[src/seven_segment_value_time_formatter_core_assert.svh]
// Assertion macros for the display formatter core.
// SSVTF_ASSERT is disabled while reset is high; SSVTF_ASSERT_ALWAYS is not.
`ifndef SEVEN_SEGMENT_VALUE_TIME_FORMATTER_CORE_ASSERT_SVH
`define SEVEN_SEGMENT_VALUE_TIME_FORMATTER_CORE_ASSERT_SVH

`ifndef SYNTHESIS
`define SSVTF_ASSERT(lbl, clk, rst, prop) \
  lbl: assert property (@(posedge clk) disable iff (rst) prop) \
    else $error("ssvtf check failed");
`define SSVTF_ASSERT_ALWAYS(lbl, clk, prop) \
  lbl: assert property (@(posedge clk) prop) \
    else $error("ssvtf check failed");
`else
`define SSVTF_ASSERT(lbl, clk, rst, prop)
`define SSVTF_ASSERT_ALWAYS(lbl, clk, prop)
`endif

`endif

[src/ssvtf_pkg.sv]
package ssvtf_pkg;

  localparam int SEG_W = 7;

  typedef enum logic [1:0] {
    KIND_TICK  = 2'd0,
    KIND_VALUE = 2'd1,
    KIND_REL   = 2'd2,
    KIND_TIME  = 2'd3
  } kind_t;

  // value: normal / set (blanked in phase) / blink
  // time:  normal / set minutes / set seconds
  localparam logic [1:0] MODE_NORMAL  = 2'd0;
  localparam logic [1:0] MODE_SET     = 2'd1;
  localparam logic [1:0] MODE_SET_SEC = 2'd2;

  localparam logic [SEG_W-1:0] SEG_BLANK = 7'h00;
  localparam logic [SEG_W-1:0] SEG_L     = 7'h07;
  localparam logic [SEG_W-1:0] SEG_MINUS = 7'h40;
  localparam logic [SEG_W-1:0] SEG_R     = 7'h42;

  localparam logic [15:0] HALF_PERIOD_RESET = 16'd500;
  localparam logic [13:0] VALUE_L0          = 14'd999;

  typedef logic [SEG_W-1:0] seg_t;

  function automatic seg_t seg_digit(input logic [3:0] d);
    seg_t s;
    case (d)
      4'd0:    s = 7'h3F;
      4'd1:    s = 7'h30;
      4'd2:    s = 7'h5B;
      4'd3:    s = 7'h79;
      4'd4:    s = 7'h74;
      4'd5:    s = 7'h6D;
      4'd6:    s = 7'h6F;
      4'd7:    s = 7'h38;
      4'd8:    s = 7'h7F;
      4'd9:    s = 7'h7D;
      default: s = SEG_BLANK;
    endcase
    return s;
  endfunction

endpackage

[src/seven_segment_value_time_formatter_core.sv]
// Four-digit seven-segment formatter. Show items (tuser kind 1 value, 2 relative,
// 3 time) latch what the display holds and produce no output; tick items (kind 0,
// one per millisecond) run the blink timer and, when a refresh is due, emit one
// item with four segment patterns and the colon. One input item is taken per
// clock while the input does not stall; the decimal digits are formed from the
// input bus by constant reciprocal multiplies and captured in an input register,
// then the state/format stage loads the result register from it, so a result
// passes the input register and then the result register after its tick is
// accepted. Input stalls only while the result register holds an untaken item and
// the input register is full. cfg_data sets the blink half period (reset 500 ticks); it is always ready.
module seven_segment_value_time_formatter_core
  import ssvtf_pkg::*;
(
  input  logic        clk,
  input  logic        rst,
  input  logic        cfg_valid,
  output logic        cfg_ready,
  input  logic [15:0] cfg_data,
  input  logic        s_axis_tvalid,
  output logic        s_axis_tready,
  // value[13:0], signed_value[24:14], minutes[32:25], seconds[40:33], mode[42:41]
  input  logic [47:0] s_axis_tdata,
  // kind[1:0]
  input  logic [1:0]  s_axis_tuser,
  output logic        m_axis_tvalid,
  input  logic        m_axis_tready,
  // digit3[6:0], digit2[13:7], digit1[20:14], digit0[27:21], colon_on[28]
  output logic [31:0] m_axis_tdata
);

  // ---------------- front: decimal digits ----------------
  logic [13:0] f_value;
  logic [10:0] f_signed;
  logic [7:0]  f_minutes;
  logic [7:0]  f_seconds;
  logic [1:0]  f_mode;
  kind_t       f_kind;
  logic        f_neg;
  logic [11:0] f_mag;
  logic [13:0] conv;
  logic [29:0] prod10;
  logic [26:0] prod100;
  logic [28:0] prod1000;
  logic [10:0] q1;
  logic [7:0]  q2;
  logic [4:0]  q3;
  logic [13:0] r0;
  logic [10:0] r1;
  logic [7:0]  r2;
  logic [3:0]  c3;
  logic [6:0]  mc, sc;
  logic [14:0] mprod, sprod;
  logic [3:0]  mt, st;
  logic [6:0]  mu, su;
  logic [3:0]  f_dig3, f_dig2, f_dig1, f_dig0;

  assign f_value   = s_axis_tdata[13:0];
  assign f_signed  = s_axis_tdata[24:14];
  assign f_minutes = s_axis_tdata[32:25];
  assign f_seconds = s_axis_tdata[40:33];
  assign f_mode    = s_axis_tdata[42:41];
  assign f_kind    = kind_t'(s_axis_tuser);

  assign f_neg = f_signed[10];
  assign f_mag = f_neg ? (12'd2048 - {1'b0, f_signed}) : {1'b0, f_signed};
  assign conv  = (f_kind == KIND_REL) ? {2'b00, f_mag} : f_value;

  // reciprocal multiplies, exact for conv < 16384
  assign prod10   = 30'(conv) * 30'(16'd52429);
  assign prod100  = 27'(conv) * 27'(13'd5243);
  assign prod1000 = 29'(conv) * 29'(15'd16778);
  assign q1 = prod10[29:19];
  assign q2 = prod100[26:19];
  assign q3 = prod1000[28:24];

  assign r0 = conv - {q1, 3'b000} - {2'b00, q1, 1'b0};
  assign r1 = q1 - {q2, 3'b000} - {2'b00, q2, 1'b0};
  assign r2 = q2 - {q3, 3'b000} - {2'b00, q3, 1'b0};
  assign c3 = (q3 >= 5'd10) ? 4'(q3 - 5'd10) : q3[3:0];

  assign mc    = (f_minutes > 8'd99) ? 7'd99 : f_minutes[6:0];
  assign sc    = (f_seconds > 8'd59) ? 7'd59 : f_seconds[6:0];
  assign mprod = 15'(mc) * 15'(8'd205);
  assign sprod = 15'(sc) * 15'(8'd205);
  assign mt    = mprod[14:11];
  assign st    = sprod[14:11];
  assign mu    = mc - {mt, 3'b000} - {2'b00, mt, 1'b0};
  assign su    = sc - {st, 3'b000} - {2'b00, st, 1'b0};

  always_comb begin
    if (f_kind == KIND_TIME) begin
      f_dig3 = mt;
      f_dig2 = mu[3:0];
      f_dig1 = st;
      f_dig0 = su[3:0];
    end else begin
      f_dig3 = c3;
      f_dig2 = r2[3:0];
      f_dig1 = r1[3:0];
      f_dig0 = r0[3:0];
    end
  end

  // ---------------- input register ----------------
  logic       in_valid;
  kind_t      in_kind;
  logic [1:0] in_mode;
  logic [3:0] in_dig3, in_dig2, in_dig1, in_dig0;
  logic       in_ge10, in_ge100, in_ge1000, in_is999, in_neg;
  logic       advance;
  logic       s_accept;

  assign advance       = !m_axis_tvalid || m_axis_tready;
  assign s_axis_tready = !in_valid || advance;
  assign s_accept      = s_axis_tvalid && s_axis_tready;

  always_ff @(posedge clk) begin
    if (rst) begin
      in_valid <= 1'b0;
    end else if (s_accept) begin
      in_valid <= 1'b1;
    end else if (advance) begin
      in_valid <= 1'b0;
    end
  end

  always_ff @(posedge clk) begin
    if (s_accept) begin
      in_kind   <= f_kind;
      in_mode   <= f_mode;
      in_dig3   <= f_dig3;
      in_dig2   <= f_dig2;
      in_dig1   <= f_dig1;
      in_dig0   <= f_dig0;
      in_ge10   <= conv >= 14'd10;
      in_ge100  <= conv >= 14'd100;
      in_ge1000 <= conv >= 14'd1000;
      in_is999  <= conv == VALUE_L0;
      in_neg    <= f_neg;
    end
  end

  // ---------------- configuration ----------------
  logic [15:0] blink_half_period;

  assign cfg_ready = 1'b1;

  always_ff @(posedge clk) begin
    if (rst) begin
      blink_half_period <= HALF_PERIOD_RESET;
    end else if (cfg_valid && cfg_ready) begin
      blink_half_period <= cfg_data;
    end
  end

  // ---------------- display state ----------------
  seg_t        pat3, pat2, pat1, pat0;
  logic [3:0]  blank_mask;
  logic        colon;
  logic        blink_enabled;
  logic        blink_phase;
  logic [15:0] blink_elapsed;
  logic        refresh_due;

  seg_t        pat3_next, pat2_next, pat1_next, pat0_next;
  logic [3:0]  blank_mask_next;
  logic        colon_next;
  logic        blink_enabled_next;
  logic        blink_phase_next;
  logic [15:0] blink_elapsed_next;
  logic        refresh_due_next;
  logic        emit;
  logic [15:0] elapsed_inc;
  seg_t        sign_seg;
  logic [3:0]  blank_now;

  always_comb begin
    pat3_next          = pat3;
    pat2_next          = pat2;
    pat1_next          = pat1;
    pat0_next          = pat0;
    blank_mask_next    = blank_mask;
    colon_next         = colon;
    blink_enabled_next = blink_enabled;
    blink_phase_next   = blink_phase;
    blink_elapsed_next = blink_elapsed;
    refresh_due_next   = refresh_due;
    emit               = 1'b0;
    elapsed_inc        = (blink_elapsed != 16'hFFFF) ? blink_elapsed + 16'd1 : blink_elapsed;
    sign_seg           = in_neg ? SEG_MINUS : SEG_R;

    if (in_valid && advance) begin
      unique case (in_kind)
        KIND_VALUE: begin
          if (in_is999) begin
            pat3_next = SEG_BLANK;
            pat2_next = SEG_BLANK;
            pat1_next = SEG_L;
            pat0_next = seg_digit(4'd0);
          end else begin
            pat3_next = in_ge1000 ? seg_digit(in_dig3) : SEG_BLANK;
            pat2_next = in_ge100  ? seg_digit(in_dig2) : SEG_BLANK;
            pat1_next = in_ge10   ? seg_digit(in_dig1) : SEG_BLANK;
            pat0_next = seg_digit(in_dig0);
          end
          blank_mask_next    = (in_mode == MODE_SET) ? 4'b1111 : 4'b0000;
          colon_next         = 1'b0;
          blink_enabled_next = in_mode != MODE_NORMAL;
          blink_phase_next   = 1'b0;
          blink_elapsed_next = '0;
          refresh_due_next   = 1'b1;
        end
        KIND_REL: begin
          pat3_next = SEG_BLANK;
          pat2_next = in_ge100 ? seg_digit(in_dig2) : SEG_BLANK;
          pat1_next = in_ge10  ? seg_digit(in_dig1) : SEG_BLANK;
          pat0_next = seg_digit(in_dig0);
          // sign sits just left of the leading digit
          if (!in_ge10) begin
            pat1_next = sign_seg;
          end else if (!in_ge100) begin
            pat2_next = sign_seg;
          end else begin
            pat3_next = sign_seg;
          end
          blank_mask_next    = 4'b0000;
          colon_next         = 1'b0;
          blink_enabled_next = 1'b0;
          refresh_due_next   = 1'b1;
        end
        KIND_TIME: begin
          pat3_next = seg_digit(in_dig3);
          pat2_next = seg_digit(in_dig2);
          pat1_next = seg_digit(in_dig1);
          pat0_next = seg_digit(in_dig0);
          case (in_mode)
            MODE_SET:     blank_mask_next = 4'b1100;
            MODE_SET_SEC: blank_mask_next = 4'b0011;
            default:      blank_mask_next = 4'b0000;
          endcase
          colon_next         = 1'b1;
          blink_enabled_next = in_mode != MODE_NORMAL;
          blink_phase_next   = 1'b0;
          blink_elapsed_next = '0;
          refresh_due_next   = 1'b1;
        end
        KIND_TICK: begin
          if (blink_enabled) begin
            if (elapsed_inc > blink_half_period) begin
              blink_phase_next   = !blink_phase;
              blink_elapsed_next = '0;
              refresh_due_next   = 1'b1;
            end else begin
              blink_elapsed_next = elapsed_inc;
            end
          end
          emit             = refresh_due_next;
          refresh_due_next = 1'b0;
        end
      endcase
    end

    blank_now = blank_mask & {4{blink_phase_next}};
  end

  always_ff @(posedge clk) begin
    if (rst) begin
      pat3          <= SEG_BLANK;
      pat2          <= SEG_BLANK;
      pat1          <= SEG_BLANK;
      pat0          <= seg_digit(4'd0);
      blank_mask    <= 4'b0000;
      colon         <= 1'b0;
      blink_enabled <= 1'b0;
      blink_phase   <= 1'b0;
      blink_elapsed <= '0;
      refresh_due   <= 1'b0;
    end else begin
      pat3          <= pat3_next;
      pat2          <= pat2_next;
      pat1          <= pat1_next;
      pat0          <= pat0_next;
      blank_mask    <= blank_mask_next;
      colon         <= colon_next;
      blink_enabled <= blink_enabled_next;
      blink_phase   <= blink_phase_next;
      blink_elapsed <= blink_elapsed_next;
      refresh_due   <= refresh_due_next;
    end
  end

  // ---------------- result register ----------------
  always_ff @(posedge clk) begin
    if (rst) begin
      m_axis_tvalid <= 1'b0;
    end else if (emit) begin
      m_axis_tvalid <= 1'b1;
    end else if (m_axis_tready) begin
      m_axis_tvalid <= 1'b0;
    end
  end

  always_ff @(posedge clk) begin
    if (emit) begin
      m_axis_tdata <= {3'b000, colon,
                       blank_now[0] ? SEG_BLANK : pat0,
                       blank_now[1] ? SEG_BLANK : pat1,
                       blank_now[2] ? SEG_BLANK : pat2,
                       blank_now[3] ? SEG_BLANK : pat3};
    end
  end

  // ---------------- checks ----------------
`include "seven_segment_value_time_formatter_core_assert.svh"

  `SSVTF_ASSERT(a_stall_needs_full, clk, rst, !s_axis_tready |-> in_valid)
  `SSVTF_ASSERT(a_show_marks_refresh, clk, rst,
    (in_valid && advance && in_kind != KIND_TICK) |=> refresh_due)
  `SSVTF_ASSERT(a_tick_clears_refresh, clk, rst,
    (in_valid && advance && in_kind == KIND_TICK) |=> !refresh_due)
  `SSVTF_ASSERT(a_result_from_tick, clk, rst,
    (m_axis_tvalid && !$past(m_axis_tvalid)) |-> $past(in_valid && in_kind == KIND_TICK))
  `SSVTF_ASSERT_ALWAYS(a_reset_clears_out, clk, rst |=> !m_axis_tvalid)

endmodule

[config.mk]
export PLATFORM = sky130hd
export DESIGN_NAME = seven_segment_value_time_formatter_core
export DESIGN_NICKNAME = d
export VERILOG_FILES = /design/src/ssvtf_pkg.sv /design/src/seven_segment_value_time_formatter_core.sv
export VERILOG_INCLUDE_DIRS = /design/src /design/src/src
export SDC_FILE = /design/constraint.sdc
export NUM_CORES = 1
export LEC_CHECK = 0
export BUFFER_PORTS_ARGS = -buffer_cell sky130_fd_sc_hd__clkbuf_2
export CORE_MARGIN = 2
export CORE_UTILIZATION = 54
export CTS_BUF_LIST = sky130_fd_sc_hd__clkbuf_4
export DETAILED_ROUTE_END_ITERATION = 7
export PLACE_DENSITY = 0.71
export SLEW_MARGIN = 10
export SYNTH_ARGS = -nofsm -noshare
export SYNTH_HDL_FRONTEND = slang
export SYNTH_SLANG_ARGS = --single-unit
[constraint.sdc]
create_clock -name clk -period 14.5 [get_ports clk]
set_input_delay 1.45 -clock clk [delete_from_list [all_inputs] [get_ports clk]]
set_output_delay 1.45 -clock clk [all_outputs]
set_load 0.03 [all_outputs]
==> impl_metrics.env <==
export IMPL_synth_compound_area_share_pct=11.76
export IMPL_finalSetupTns_ns=0
export IMPL_die_h_um=184.4
export IMPL_worst_setup_path_end_kind="flop"
export IMPL_grt_pass1_wl_um=64050
export IMPL_hpwl_um=32520
export IMPL_ys_seq_area_share_pct=20.17
export IMPL_ys_ff_latch=150
export IMPL_fin_nets=2548
export IMPL_yosysMostFrequentCell="inv_1"
export IMPL_holdBufCountCts=0
export IMPL_wire_per_inst_um=15.88
export IMPL_hold_path_class="reg2reg"
export IMPL_synthArstFlopShare_pct=0
export IMPL_cts_tree="done"
export IMPL_dr_pass1_iters=6
export IMPL_first_iter_violations=778
export IMPL_rsz0062_at_grt="no"
export IMPL_clock_sinks=150
export IMPL_drive_gt1_share_pct=8.972
export IMPL_num_vias=13080
export IMPL_finalNonFillerCells=2438
export IMPL_synth_top_cell_by_area="ha_1"
export IMPL_criticalPathCategory="in2reg"
export IMPL_status="finished clean"
export IMPL_grt_use_total_pct=23.85
export IMPL_critPathArrivalTime_ns=10.61
export IMPL_place_inst=2405
export IMPL_synth_commonest_cells="inv_1, ha_1, fa_1"
export IMPL_synth_cell_type_count=81
export IMPL_post_route_util_pct=58.39
export IMPL_grt_overflow_total=0
export IMPL_synth_top_family_by_area="adder cells"
export IMPL_synth_warnings=0
export IMPL_grt_max_degree=53
export IMPL_viasPerCell=5.364
export IMPL_dieArea_um2=33980
export IMPL_postRouteAntennaNets=0
export IMPL_core_um2=32290
export IMPL_synthCells=1888
export IMPL_synthFlopType="dfxtp_1"
export IMPL_tightest_slew_ns=1.094
export IMPL_synthSimpleGateAreaFrac_pct=11.51
export IMPL_reg2reg_depth=18
export IMPL_min_path_cells=2
export IMPL_wl_um=38720
export IMPL_dieWidth_um=184.4
export IMPL_syn_to_final_growth_pct=7.344
export IMPL_min_period_ns=10.14
export IMPL_slew_viol_final=0
export IMPL_cts_setup_buffers=0
export IMPL_io_pins=106
export IMPL_cts_made_buffers=17
export IMPL_gp_congestion=0.9315
export IMPL_relSlewSlack_pct=27.06
export IMPL_maxCapViolCount=0
export IMPL_synth_enable_flop_cells=54
export IMPL_postSynthAreaPerCell_um2=9.303
export IMPL_finalClockSkew_ns=0.01961
export IMPL_synth_xor_area_share_pct=3.982
export IMPL_critPathLaunchType="input port"
export IMPL_synthAdderAreaFrac_pct=41.33
export IMPL_fmax_mhz=98.63
export IMPL_grt_pass1_vias=12940
export IMPL_muxShareOfSynthArea_pct=2.507
export IMPL_drc=0
export IMPL_std_cell_rows=66
export IMPL_cpPeakStageDelay_ns=0.75
export IMPL_syn_area_um2=17560
export IMPL_post_cts_resized=0
export IMPL_setup_viol=0
export IMPL_crit_slowest_cell="a21oi_1"
export IMPL_cts_root_buffer="clkbuf_4"
export IMPL_crit_top_cell="ha_1"
export IMPL_antenna_found_initial=2
export IMPL_initial_core_util_pct=54.40
export IMPL_synth_top_area_share_pct=25.15
export IMPL_cts_max_level=4
export IMPL_fin_crit_sh_pct=69.93
export IMPL_hold_viol=0
export IMPL_clk_pin_slew_ns=0.14
export IMPL_portBuffers=96
export IMPL_cp_max_fo=9
export IMPL_fillers=2839
export IMPL_cp_required_ns=14.97
export IMPL_insertion_delay_ns=0.57
export IMPL_cts_buffer_depth=2
export IMPL_synth_area_top_cells="ha_1, fa_1, dfxtp_1"
-- final timing paths --
check | startpoint | end | slack [ns]
setup / recovery | s_axis_tdata[18] | flop | 4.36
hold / removal | pat0[6] | pat0[6] | 0.47
setup reg to reg | blink_elapsed[3] | m_axis_tdata[22] | 9.44
hold reg to reg | pat0[6] | pat0[6] | 0.47
-- layout make-up --
class	count	area, um2	share of cell area, %
well taps	442	553.0	2.933
multi-input cells	1342	12510	66.37
clock inverters	15	185.2	0.9822
flip-flops and latches	150	3543	18.79
inverters	364	1366	7.247
diodes	1	2.502	0.01327
repair buffers	107	563.0	2.986
clock buffers	17	127.6	0.6769
-- placed cells by master (no fill, tap or decap), types with 13 or more instances in the layout --
| master | netlist | layout |
|---|---|---|
| clkbuf_4 | 0 | 17 |
| o21ai_0 | 57 | 55 |
| dfxtp_1 | 96 | 96 |
| nand2_1 | 95 | 95 |
| nand4_1 | 19 | 19 |
| a21o_1 | 23 | 23 |
| mux2i_1 | 31 | 31 |
| a211oi_1 | 13 | 13 |
| and2_1 | 42 | 42 |
| clkbuf_2 | 0 | 96 |
| o211ai_1 | 17 | 17 |
| nor2_1 | 126 | 126 |
| o21a_1 | 19 | 19 |
| edfxtp_1 | 54 | 54 |
| nor2b_1 | 13 | 13 |
| inv_1 | 362 | 362 |
| ha_1 | 353 | 353 |
| nand3_1 | 26 | 26 |
| fa_1 | 142 | 142 |
| xnor2_1 | 50 | 50 |
| a31oi_1 | 15 | 15 |
| a21oi_1 | 72 | 72 |
| xor2_1 | 22 | 22 |
| nor3_1 | 24 | 24 |
| a22oi_1 | 29 | 29 |
-- kinds of logic after synthesis --
family | count (synthesis)
fa+ha+maj | 495
simple gates | 415
buf+inv | 401
compound gates | 308
flops | 150
xor+xnor | 75
mux | 42
other cells | 2
-- per-layer routing --
metal	GRT usage [%]	vias to the layer above	wire length, um
li1	-	6537	-
met1	32.65	6183	18100
met2	39.80	310	18070
met3	2.885	48	1837
met4	6.720	0	714
met5	0	-	0
-- through the flow --
step / area, um2 / hold slack [ns] / worst slack (ns)
after floorplan: 17580 / 0.4087 / 4.767
after CTS: 18850 / 0.4621 / 4.423
after detailed placement: 18540 / 0.4322 / 3.823
after global routing: 18850 / 0.4843 / 3.836
after global placement: 18540 / 0.4266 / 3.906
final: 18850 / 0.4721 / 4.361
-- critical path, delay by kind of cell --
family	cells	cell delay [ns]
fa+ha+maj	7	2.98
mux	2	0.52
buf+inv	3	0.75
compound gates	7	2.23
simple gates	8	1.39
xor+xnor	5	1.27
Power is left out: the tool's default activity adds up to more than one toggle a clock period on the data nets, which glitch-free logic cannot reach.
